### src/bapq_pkg.sv
`timescale 1ns / 1ps

package bapq_pkg;

  // palette geometry
  localparam int PALETTE_DEPTH = 256;
  localparam int IDX_W         = $clog2(PALETTE_DEPTH);

  // field widths
  localparam int COLOR_W    = 8;
  localparam int PIXEL_W    = 32;
  localparam int COUNT_W    = 9;
  localparam int DIST_W     = 18;
  localparam int BEST_W     = 24;
  localparam int CFG_IDX_W  = 2;
  localparam int CFG_DATA_W = 9;

  localparam logic [BEST_W-1:0]  DIST_INIT       = BEST_W'(255 * 255 * 255);
  localparam logic [COUNT_W-1:0] DEPTH_COUNT     = COUNT_W'(PALETTE_DEPTH);
  localparam logic [COUNT_W-1:0] CFG_COUNT_RESET = COUNT_W'(256);

  // request commands
  localparam logic CMD_LOAD     = 1'b0;
  localparam logic CMD_QUANTIZE = 1'b1;

  // configuration register indexes
  localparam logic [CFG_IDX_W-1:0] REG_COLOR_COUNT = 2'd0;
  localparam logic [CFG_IDX_W-1:0] REG_TRANS_EN    = 2'd1;
  localparam logic [CFG_IDX_W-1:0] REG_TRANS_IDX   = 2'd2;

  typedef struct packed {
    logic [COUNT_W-1:0] color_count;
    logic               trans_en;
    logic [COLOR_W-1:0] trans_idx;
  } cfg_t;

  typedef struct packed {
    logic [COLOR_W-1:0] red;
    logic [COLOR_W-1:0] green;
    logic [COLOR_W-1:0] blue;
  } rgb_t;

endpackage

### src/bapq_search.sv
`timescale 1ns / 1ps

module bapq_search
  import bapq_pkg::*;
(
  input  logic               clk,
  input  logic               rst,
  input  logic               start,
  input  logic [PIXEL_W-1:0] px_tl,
  input  logic [PIXEL_W-1:0] px_tr,
  input  logic [PIXEL_W-1:0] px_bl,
  input  logic [PIXEL_W-1:0] px_br,
  input  cfg_t               cfg,
  output logic               idle,
  output logic               rd_en,
  output logic [IDX_W-1:0]   rd_addr,
  input  rgb_t               rd_data,
  output logic               res_valid,
  output logic [COLOR_W-1:0] res_index,
  input  logic               res_take
);

  typedef enum logic [1:0] {S_IDLE, S_SCAN, S_DRAIN, S_DONE} state_t;

  state_t             state;
  logic [COUNT_W-1:0] ptr;
  logic [COUNT_W-1:0] limit;
  rgb_t               target;
  logic               p1_valid;
  logic [COLOR_W-1:0] p1_idx;
  logic               p2_valid;
  logic [COLOR_W-1:0] p2_idx;
  logic [DIST_W-1:0]  p2_dist;
  logic [COLOR_W-1:0] best_idx;
  logic [BEST_W-1:0]  best_dist;

  logic [COLOR_W-1:0] avg_a;
  rgb_t               avg_rgb;
  logic [COUNT_W-1:0] limit_now;
  logic               issue;
  logic               elig;
  logic [DIST_W-1:0]  cand_dist;

  function automatic logic [COLOR_W-1:0] avg4(input logic [COLOR_W-1:0] a,
                                               input logic [COLOR_W-1:0] b,
                                               input logic [COLOR_W-1:0] c,
                                               input logic [COLOR_W-1:0] d);
    logic [COLOR_W+1:0] s;
    s = {2'b00, a} + {2'b00, b} + {2'b00, c} + {2'b00, d};
    return s[COLOR_W+1:2];
  endfunction

  function automatic logic [2*COLOR_W-1:0] sq_diff(input logic [COLOR_W-1:0] a,
                                                   input logic [COLOR_W-1:0] b);
    logic [COLOR_W-1:0] d;
    d = (a > b) ? (a - b) : (b - a);
    return {{COLOR_W{1'b0}}, d} * {{COLOR_W{1'b0}}, d};
  endfunction

  // box average of the four pixels in each byte lane, and the color count clipped to the palette depth
  always_comb begin
    avg_a         = avg4(px_tl[31:24], px_tr[31:24], px_bl[31:24], px_br[31:24]);
    avg_rgb.red   = avg4(px_tl[23:16], px_tr[23:16], px_bl[23:16], px_br[23:16]);
    avg_rgb.green = avg4(px_tl[15:8],  px_tr[15:8],  px_bl[15:8],  px_br[15:8]);
    avg_rgb.blue  = avg4(px_tl[7:0],   px_tr[7:0],   px_bl[7:0],   px_br[7:0]);
    limit_now     = (cfg.color_count > DEPTH_COUNT) ? DEPTH_COUNT : cfg.color_count;
  end

  assign issue   = (state == S_SCAN);
  assign rd_en   = issue;
  assign rd_addr = ptr[IDX_W-1:0];
  assign elig    = !(cfg.trans_en && (ptr[COLOR_W-1:0] == cfg.trans_idx));

  assign cand_dist = {2'b00, sq_diff(target.red,   rd_data.red)}
                   + {2'b00, sq_diff(target.green, rd_data.green)}
                   + {2'b00, sq_diff(target.blue,  rd_data.blue)};

  assign idle      = (state == S_IDLE);
  assign res_valid = (state == S_DONE);
  assign res_index = best_idx;

  always_ff @(posedge clk) begin
    if (rst) begin
      state    <= S_IDLE;
      p1_valid <= 1'b0;
      p2_valid <= 1'b0;
    end else begin
      // read -> distance -> compare
      p1_valid <= issue && elig;
      p1_idx   <= ptr[COLOR_W-1:0];
      p2_valid <= p1_valid;
      p2_idx   <= p1_idx;
      p2_dist  <= cand_dist;
      if (p2_valid && ({{(BEST_W-DIST_W){1'b0}}, p2_dist} < best_dist)) begin
        best_idx  <= p2_idx;
        best_dist <= {{(BEST_W-DIST_W){1'b0}}, p2_dist};
      end

      unique case (state)
        S_IDLE: begin
          if (start) begin
            target    <= avg_rgb;
            ptr       <= '0;
            limit     <= limit_now;
            best_dist <= DIST_INIT;
            if (cfg.trans_en && (avg_a == '0)) begin
              best_idx <= cfg.trans_idx;
              state    <= S_DONE;
            end else if (limit_now == '0) begin
              best_idx <= '0;
              state    <= S_DONE;
            end else begin
              best_idx <= '0;
              state    <= S_SCAN;
            end
          end
        end
        S_SCAN: begin
          ptr <= ptr + COUNT_W'(1);
          if (ptr == limit - COUNT_W'(1)) begin
            state <= S_DRAIN;
          end
        end
        S_DRAIN: begin
          if (!p1_valid && !p2_valid) begin
            state <= S_DONE;
          end
        end
        S_DONE: begin
          if (res_take) begin
            state <= S_IDLE;
          end
        end
        default: state <= S_IDLE;
      endcase
    end
  end

endmodule

### config.mk
export PLATFORM = sky130hd
export DESIGN_NAME = bapq_search
export DESIGN_NICKNAME = d
export VERILOG_FILES = /design/src/bapq_pkg.sv /design/src/bapq_search.sv
export SDC_FILE = /design/constraint.sdc
export NUM_CORES = 1
export LEC_CHECK = 0
export BUFFER_PORTS_ARGS = -buffer_cell sky130_fd_sc_hd__buf_2
export CAP_MARGIN = 10
export CORE_AREA = 2 2 268 164
export DETAILED_ROUTE_END_ITERATION = 7
export DIE_AREA = 0 0 270 166
export GPL_TIMING_DRIVEN = 0
export SLEW_MARGIN = 20
export SYNTH_ARGS = -nofsm -noshare
export SYNTH_HDL_FRONTEND = slang
export SYNTH_SLANG_ARGS = --single-unit
### constraint.sdc
create_clock -name clk -period 13.6 [get_ports clk]
set_input_delay 2.72 -clock clk [delete_from_list [all_inputs] [get_ports clk]]
set_output_delay 2.72 -clock clk [all_outputs]
set_load 0.02 [all_outputs]
==> impl_metrics.py, run 1 <==
metrics = {
    "worst_setup_path": {
        "critPathKind": "in -> reg",
        "required_ns": 13.71,
        "arrival_ns": 12.14,
        "critPathSlowestCell": "xnor2_1",
        "timing.rr.start": "target[0]",
        "path_common_cell": "fa_1",
        "critPathMaxFanout": 10,
        "cp-start-kind": "input port",
        "slowest_delay_ns": 0.72,
        "cp-startpoint": "rd_data[0]",
        "critPathCaptureType": "flop",
    },
    "clocking": {
        "cts_resized": 0,
        "clk_pin_slew_ns": 0.08,
        "htreeDepth": 3,
        "cts_tree": "built",
        "post_cts_buffers": 0,
        "cts.sinks": 112,
        "cts_made_buffers": 9,
        "clock_latency_ns": 0.37,
        "cts_buffer_depth": 2,
        "cts_hold_buf": 0,
        "root_buffer": "clkbuf_16",
    },
    "detailed_routing": {
        "vias_per_cell": 4.58,
        "route.detailed.drc": 0,
        "wirelength_um": 31700,
        "wl_per_cell_um": 14.3,
        "drt_iter0_markers": 617,
        "vias": 10200,
        "firstDrtPassIters": 5,
        "drtAntennaViolNets": 0,
    },
    "placed_design": {
        "place_congestion": 0.870,
        "port_buffers": 192,
        "place_hpwl_um": 27600,
        "place_ws_ns": 1.28,
    },
    "floorplan": {
        "row_count": 59,
        "die_y_um": 166,
        "ios": 193,
        "die_x_um": 270,
        "start_util_pct": 34.6,
        "die_area_um2": 44800,
        "core_um2": 42600,
    },
    "hold_path": {
        "hold_start": "p1_idx[1]",
        "hold_path.class": "reg -> reg",
    },
    "cells_and_area": {
        "syn_to_final_growth_pct": 14.0,
        "layout-drive-gt1-share_pct": 16.2,
        "final_cell_mix": "inv_1 (325), fa_1 (202), buf_2 (198)",
        "final_nets": 2180,
        "nFillCells": 4192,
        "final_common_cell": "inv_1",
    },
    "timing": {
        "slew_headroom_pct": 25.5,
        "period_needed_ns": 12.03,
        "fin_hold_ws_ns": 0.425,
        "worst_slew_pin_slew_ns": 1.11,
        "finalHoldViolations": 0,
        "setup_ws_ns": 1.57,
        "rsz0062_at_grt": "false",
        "setup_violations": 0,
        "max_clock_freq_mhz": 83.1,
        "maxSlewViolCount": 0,
        "final.setup.tns_ns": 0,
        "fin_crit_sh_pct": 88.5,
        "finClkSkew_ns": 0.0141,
    },
    "global_routing": {
        "track_usage_pct": 14.7,
        "grt_pass1_wl_um": 53400,
        "grt-ovfl-total": 0,
        "grt_max_degree": 46,
        "grt_pass1_vias": 10600,
        "antenna_found_initial": 3,
    },
    "status": {
        "status": "complete, no violations",
    },
    "yosys": {
        "syn_avg_cell_area_um2": 10.3,
        "synth-seq-cells": 112,
        "netlist_area_um2": 14700,
        "synth_nets": 1975,
        "ys_warn_count": 0,
        "synth_edf_count": 108,
        "ys_seq_area_share_pct": 22.6,
        "ys_types": 72,
        "synth_flop_cell": "edfxtp_1",
        "syn_inst": 1427,
        "ys_async_sr_fraction_pct": 0,
    },
    "flow_run": {
        "cap_violations": 0,
    },
}
## metrics by stage
stage | instances | util (%) | cell area, um2
2_1_floorplan | 1427 | - | 14700
3_3_place_gp | 2198 | 38.5 | 16400
3_5_place_dp | 2200 | 38.7 | 16500
4_1_cts | 2216 | 39.4 | 16800
5_1_grt | 2216 | 39.4 | 16800
6_report | 2217 | 39.4 | 16800
## cell type report
type	instances	area, um2	share of cell area [%]
antenna	1	2.50	0.0149
buffer	29	161	0.961
clock buffer	10	229	1.36
clock inverter	6	86.3	0.514
inverter	330	1240	7.39
multi-input combinational	956	10000	59.6
sequential	112	3320	19.8
tap	579	724	4.31
timing repair buffer	194	1020	6.05
## registers in the layout (all words and copies together), names as in the netlist
| signal | flops |
|---|---|
| best_dist | 24 |
| target | 24 |
| p2_dist | 18 |
| limit | 9 |
| ptr | 9 |
| p1_idx | 8 |
| p2_idx | 8 |
| res_index | 8 |
| state | 2 |
| p1_valid | 1 |
| p2_valid | 1 |
## cells in the mapped netlist (8+ instances only)
cell | count | area share (%)
o21ai_0 | 27 | 0.92
a21oi_1 | 39 | 1.3
mux2i_1 | 41 | 2.8
inv_1 | 326 | 8.3
nand2_1 | 72 | 1.8
nor2_1 | 89 | 2.3
ha_1 | 172 | 15
and2_1 | 13 | 0.55
buf_4 | 8 | 0.41
clkbuf_1 | 13 | 0.33
o22ai_1 | 8 | 0.34
edfxtp_1 | 108 | 22
xnor2_1 | 34 | 2.0
nor3_1 | 10 | 0.34
nand4_1 | 8 | 0.34
nand3_1 | 15 | 0.51
fa_1 | 202 | 27
nand2b_1 | 18 | 0.76
a21o_1 | 37 | 1.9
nor2b_1 | 22 | 0.93
xor2_1 | 37 | 2.2
## worst paths after layout
kind         slack (ns)  cells after the start     endpoint
max                1.57                     33  p2_dist[17]
min                0.42                      0    p2_idx[1]
max reg2reg        3.66                     31  p2_dist[17]
min reg2reg        0.42                      0    p2_idx[1]
## layer usage
layer	GRT usage, %	part of all wire (%)	vias up
met5	0	0.050	-
met4	3.14	1.6	2
met3	2.73	5.0	25
met2	22.6	44	177
met1	21.7	50	4968
li1	-	-	4980
## cell families (layout without fill, tap and decap cells)
logic type	count (synthesis)	in the layout	synth area share [%]
flip-flops	112	112	22.6
multiplexers	48	48	3.32
AO/OA/AOI/OAI	167	167	7.97
adder cells (fa/ha/maj)	374	374	42.1
other	0	1	0
AND/OR/NAND/NOR	289	289	9.60
XOR/XNOR	78	78	4.99
buffers and inverters	359	569	9.51
## worst max-delay path, delay by kind of cell
kind	cells	cell delay, ns
adder cells (fa/ha/maj)	9	4.07
XOR/XNOR	2	0.88
AO/OA/AOI/OAI	10	2.32
buffers and inverters	9	1.46
AND/OR/NAND/NOR	2	0.30
multiplexers	1	0.37
Power of run 1 is not shown: default switching activity piles up to over one toggle a cycle in this logic, so the estimate is an artifact.
==> run 2, diff against run 1 <==
- ABC_CLOCK_PERIOD_IN_PS: not set -> 15400
- CORE_AREA: 2 2 268 164 -> 2 2 237 146
- DIE_AREA: 0 0 270 166 -> 0 0 239 148
- clock period: 13.6 -> 15.4 ns (I/O delays scaled with it)
==> run 2 against run 1 <==
Compared with the run above:
- register-to-register slack better by 1.8 ns
- routed wire length is 1.0% lower
- die area shrank 21%
- cell area fell by 0.98%
- core utilization grew 11 points
- count of clock-buffer cells in the layout unchanged
- cell count is 6.7% lower
- clock skew shrank 0.0014 ns
- flip-flop and latch count stayed put
- worst setup slack improved by 1.4 ns
- highest routed layer unchanged
==> impl_metrics.py, run 2 (synthesized netlist as in run 1, its figures left out) <==
metrics = {
    "clocking": {
        "cts_buffer_depth": 2,
        "cts.sinks": 112,
        "clock_latency_ns": 0.39,
        "cts_made_buffers": 9,
        "htreeDepth": 3,
        "root_buffer": "clkbuf_16",
        "cts_tree": "built",
        "clk_pin_slew_ns": 0.08,
        "cts_hold_buf": 0,
        "post_cts_buffers": 0,
        "cts_resized": 0,
    },
    "worst_setup_path": {
        "critPathCaptureType": "flop",
        "required_ns": 15.54,
        "cp-start-kind": "input port",
        "worstRegToRegCells": 29,
        "arrival_ns": 12.53,
        "critPathKind": "in -> reg",
        "slowest_delay_ns": 0.89,
        "critPathSlowestCell": "xor2_1",
        "critPathMaxFanout": 8,
    },
    "cells_and_area": {
        "nFillCells": 3045,
        "final_cell_mix": "inv_1 (325), fa_1 (202), buf_2 (198)",
        "final_common_cell": "inv_1",
        "layout.cells.non_filler": 2069,
        "final_nets": 2180,
        "fin_util_pct": 50.1,
        "top_regs": "best_dist (24), target (24), p2_dist (18)",
        "syn_to_final_growth_pct": 12.9,
        "diodes": 0,
        "layout-drive-gt1-share_pct": 16.4,
    },
    "global_routing": {
        "grt_pass1_wl_um": 52400,
        "grt-ovfl-total": 0,
        "antenna_found_initial": 1,
        "grt_max_degree": 38,
        "grt_pass1_vias": 10500,
        "track_usage_pct": 18.9,
    },
    "detailed_routing": {
        "drt_iter0_markers": 494,
        "drtAntennaViolNets": 0,
        "firstDrtPassIters": 5,
        "wl_per_cell_um": 15.2,
        "route.detailed.drc": 0,
        "vias_per_cell": 4.85,
        "vias": 10000,
        "wirelength_um": 31400,
    },
    "timing": {
        "max_clock_freq_mhz": 80.7,
        "fin_crit_sh_pct": 80.5,
        "period_needed_ns": 12.40,
        "maxSlewViolCount": 0,
        "finalHoldViolations": 0,
        "slew_headroom_pct": 25.2,
        "rsz0062_at_grt": "false",
        "setup_violations": 0,
        "worst_slew_pin_slew_ns": 1.11,
        "final.setup.tns_ns": 0,
        "finClkSkew_ns": 0.0127,
    },
    "flow_run": {
        "cap_violations": 0,
    },
    "hold_path": {
        "whs_path_depth": 0,
        "hold_path.class": "reg -> reg",
    },
    "placed_design": {
        "port_buffers": 192,
        "place_congestion": 0.884,
        "place_hpwl_um": 27200,
        "place_inst": 2053,
    },
    "floorplan": {
        "die_y_um": 148,
        "die_area_um2": 35400,
        "core_um2": 33200,
        "start_util_pct": 44.4,
        "die_x_um": 239,
        "row_count": 52,
        "ios": 193,
    },
    "status": {
        "status": "complete, no violations",
    },
}
run 2: changes by cell type in the layout (fill, tap and decap cells not counted), sizes merged:
cell    delta
bufinv     +1
clkinv     -1
diode      -1
run 2: critical path: cells and delay by family:
| kind | cells | cell delay (ns) |
|---|---|---|
| compound gates | 9 | 2.38 |
| simple gates | 1 | 0.12 |
| xor+xnor | 2 | 1.04 |
| fa+ha+maj | 9 | 4.20 |
| buf+inv | 9 | 1.26 |
| mux | 1 | 0.42 |
run 2: area by class of cell:
type / count / area [um2] / area share (%)
multi-input combinational: 956 / 10000 / 60.3
clock inverter: 6 / 97.6 / 0.587
timing repair buffer: 194 / 1010 / 6.06
sequential: 112 / 3320 / 20.0
clock buffer: 10 / 239 / 1.44
buffer: 29 / 161 / 0.970
tap: 432 / 541 / 3.25
inverter: 330 / 1240 / 7.47
run 2: worst paths after layout:
kind                            slack [ns]       start          end
worst max register to register        5.48   target[0]  p2_dist[17]
worst min-delay path                  0.42   p1_idx[5]    p2_idx[5]
worst max-delay path                  3.00  rd_data[0]  p2_dist[17]
worst min register to register        0.42   p1_idx[5]    p2_idx[5]
run 2: layer usage:
layer | vias to the layer above | part of all wire (%) | GRT usage, %
li1 | 4970 | - | -
met1 | 4870 | 53 | 29.3
met2 | 165 | 41 | 27.2
met3 | 18 | 5.1 | 4.54
met4 | 2 | 1.1 | 2.94
met5 | - | 0.035 | 0
run 2: metrics by stage:
step                      instance area, um2  hold WS (ns)  setup slack, ns
after global placement                 16200         0.402             2.86
after floorplan                        14700         0.400             4.26
final                                  16600         0.424             3.00
after CTS                              16600         0.420             3.09
after global routing                   16600         0.425             2.40
after detailed placement               16300         0.405             2.69
Power of run 2 is left out for the same reason.
==> run 3, diff against run 2 <==
- ABC_AREA: not set -> 1
- ABC_CLOCK_PERIOD_IN_PS: 15400 -> 10170
- CORE_AREA: 2 2 237 146 -> 2 2 242 149
- DIE_AREA: 0 0 239 148 -> 0 0 244 151
- PLACE_DENSITY: not set -> 0.66
- clock period: 15.4 -> 10.17 ns (I/O delays scaled with it)
==> run 3 against run 2 <==
Compared with the run above:
- flip-flop and latch count did not move
- cell count increased by 15%
- via count grew 15%
- critical path depth is 5 higher
- first-iteration DRC count rose by 62%
- synthesized cell count up 20%
- die area increased by 4.2%
- critical endpoint is now p2_dist[15]
==> impl_metrics.py, run 3 <==
metrics = {
    "worst_setup_path": {
        "critPathMaxFanout": 9,
        "cp-start-kind": "input port",
        "critPathCaptureType": "flop",
        "slowest_delay_ns": 0.56,
        "required_ns": 10.30,
        "arrival_ns": 9.54,
        "critPathSlowestCell": "fa_1",
        "critPathKind": "in -> reg",
    },
    "clocking": {
        "cts_buffer_depth": 2,
        "cts.sinks": 112,
        "htreeDepth": 3,
        "cts_hold_buf": 0,
        "cts_tree": "built",
        "post_cts_buffers": 0,
        "cts_resized": 0,
        "cts_made_buffers": 9,
        "clock_latency_ns": 0.38,
        "clk_pin_slew_ns": 0.08,
        "root_buffer": "clkbuf_16",
    },
    "detailed_routing": {
        "vias_per_cell": 4.82,
        "wl_per_cell_um": 14.1,
        "wirelength_um": 33600,
        "route.detailed.drc": 0,
        "firstDrtPassIters": 5,
        "vias": 11500,
        "drtAntennaViolNets": 0,
        "drt_iter0_markers": 800,
    },
    "timing": {
        "setup_violations": 0,
        "period_needed_ns": 9.41,
        "fin_crit_sh_pct": 92.6,
        "fin_hold_ws_ns": 0.425,
        "maxSlewViolCount": 0,
        "max_clock_freq_mhz": 106,
        "final.setup.tns_ns": 0,
        "finClkSkew_ns": 0.0121,
        "slew_headroom_pct": 48.3,
        "finalHoldViolations": 0,
        "rsz0062_at_grt": "false",
        "worst_slew_pin_slew_ns": 0.775,
    },
    "cells_and_area": {
        "top_regs": "best_dist (24), target (24), p2_dist (18)",
        "final_cell_mix": "inv_1 (414), nand2_1 (230), fa_1 (202)",
        "diodes": 0,
        "final_common_cell": "inv_1",
        "final_area_um2": 17300,
        "layout-drive-gt1-share_pct": 18.0,
        "final_nets": 2465,
        "nFillCells": 3192,
        "syn_to_final_growth_pct": 12.3,
    },
    "status": {
        "status": "complete, no violations",
    },
    "floorplan": {
        "die_y_um": 151,
        "die_x_um": 244,
        "start_util_pct": 44.6,
        "die_area_um2": 36800,
        "row_count": 53,
        "core_um2": 34500,
        "ios": 193,
    },
    "flow_run": {
        "cap_violations": 0,
    },
    "yosys": {
        "synth_nets": 2260,
        "netlist_top_cells_area": "fa_1 (26%), edfxtp_1 (21%), ha_1 (14%)",
        "synth_flop_cell": "edfxtp_1",
        "ys_seq_area_share_pct": 21.6,
        "ys_types": 48,
        "yosys.cell_count.top_type": "inv_1",
        "netlist_area_um2": 15400,
        "synth_common_cells": "inv_1 (415), nand2_1 (230), fa_1 (202)",
        "synth_top_area_share_pct": 26.2,
        "synth-seq-cells": 112,
        "synth_area_leader_cell": "fa_1",
        "synth_edf_count": 108,
        "syn_inst": 1712,
        "ys_warn_count": 0,
        "syn_avg_cell_area_um2": 9.00,
        "ys_async_sr_fraction_pct": 0,
    },
    "global_routing": {
        "grt_pass1_vias": 11600,
        "grt_pass1_wl_um": 56700,
        "grt_max_degree": 37,
        "grt-ovfl-total": 0,
        "antenna_found_initial": 0,
        "track_usage_pct": 19.3,
    },
    "placed_design": {
        "placed_cell_area_um2": 17000,
        "port_buffers": 192,
        "place_congestion": 0.871,
        "place_hpwl_um": 29200,
    },
    "hold_path": {
        "hold_path.class": "reg -> reg",
    },
}
-- run 3: cell count changes after synthesis, moves of 14 or more --
cell,delta
nor2_1,+45
inv_2,+27
nand3_1,+48
nand2b_1,-18
nor2b_1,-22
nor2_2,+17
a21oi_1,+33
inv_1,+89
o21ai_2,+14
nand2_1,+158
a21o_1,-31
mux2i_1,-41
-- run 3: cells by family after synthesis --
logic type | count (synthesis) | synth area share, %
flops | 112 | 21.6
buf+inv | 477 | 12.3
fa+ha+maj | 374 | 40.2
xor+xnor | 71 | 4.08
compound gates | 177 | 7.15
simple gates | 501 | 14.6
-- run 3: area by class of cell --
| type | count | area [um2] | area share, % |
|---|---|---|---|
| timing repair buffer | 194 | 1000 | 5.78 |
| buffer | 29 | 213 | 1.23 |
| inverter | 448 | 1690 | 9.77 |
| clock inverter | 7 | 76.3 | 0.441 |
| multi-input combinational | 1123 | 10200 | 58.9 |
| sequential | 112 | 3320 | 19.2 |
| clock buffer | 9 | 225 | 1.30 |
| tap | 467 | 584 | 3.38 |
-- run 3: worst max-delay path, delay by kind of cell --
kind | cells | cell delay [ns]
xor+xnor | 1 | 0.15
fa+ha+maj | 10 | 4.53
simple gates | 6 | 0.82
compound gates | 7 | 1.26
buf+inv | 12 | 0.75
-- run 3: stage by stage --
stage,setup WS [ns],util [%],instances
floorplan,1.23,-,1712
global placement,0.446,49.1,2371
detailed placement,0.400,49.2,2373
CTS,0.798,50.1,2389
global route,0.258,50.1,2389
finish,0.756,50.1,2389
-- run 3: worst paths after layout --
kind / cells after the start / from / slack (ns) / endpoint
setup / recovery: 36 / rd_data[16] / 0.76 / p2_dist[15]
hold / removal: 0 / p1_idx[7] / 0.42 / p2_idx[7]
setup reg to reg: 36 / target[16] / 2.03 / p2_dist[15]
hold reg to reg: 0 / p1_idx[7] / 0.42 / p2_idx[7]
-- run 3: routing by layer --
layer  wire (um)  share of wire, %  track usage [%]  vias to the layer above
met2       14000                42             28.6                      278
li1            -                 -                -                     5667
met3        2290               6.8             3.56                       19
met1       17100                51             29.7                     5560
met5           0                 0                0                        -
met4         249              0.74             3.08                        0
Power of run 3 is left out for the same reason.
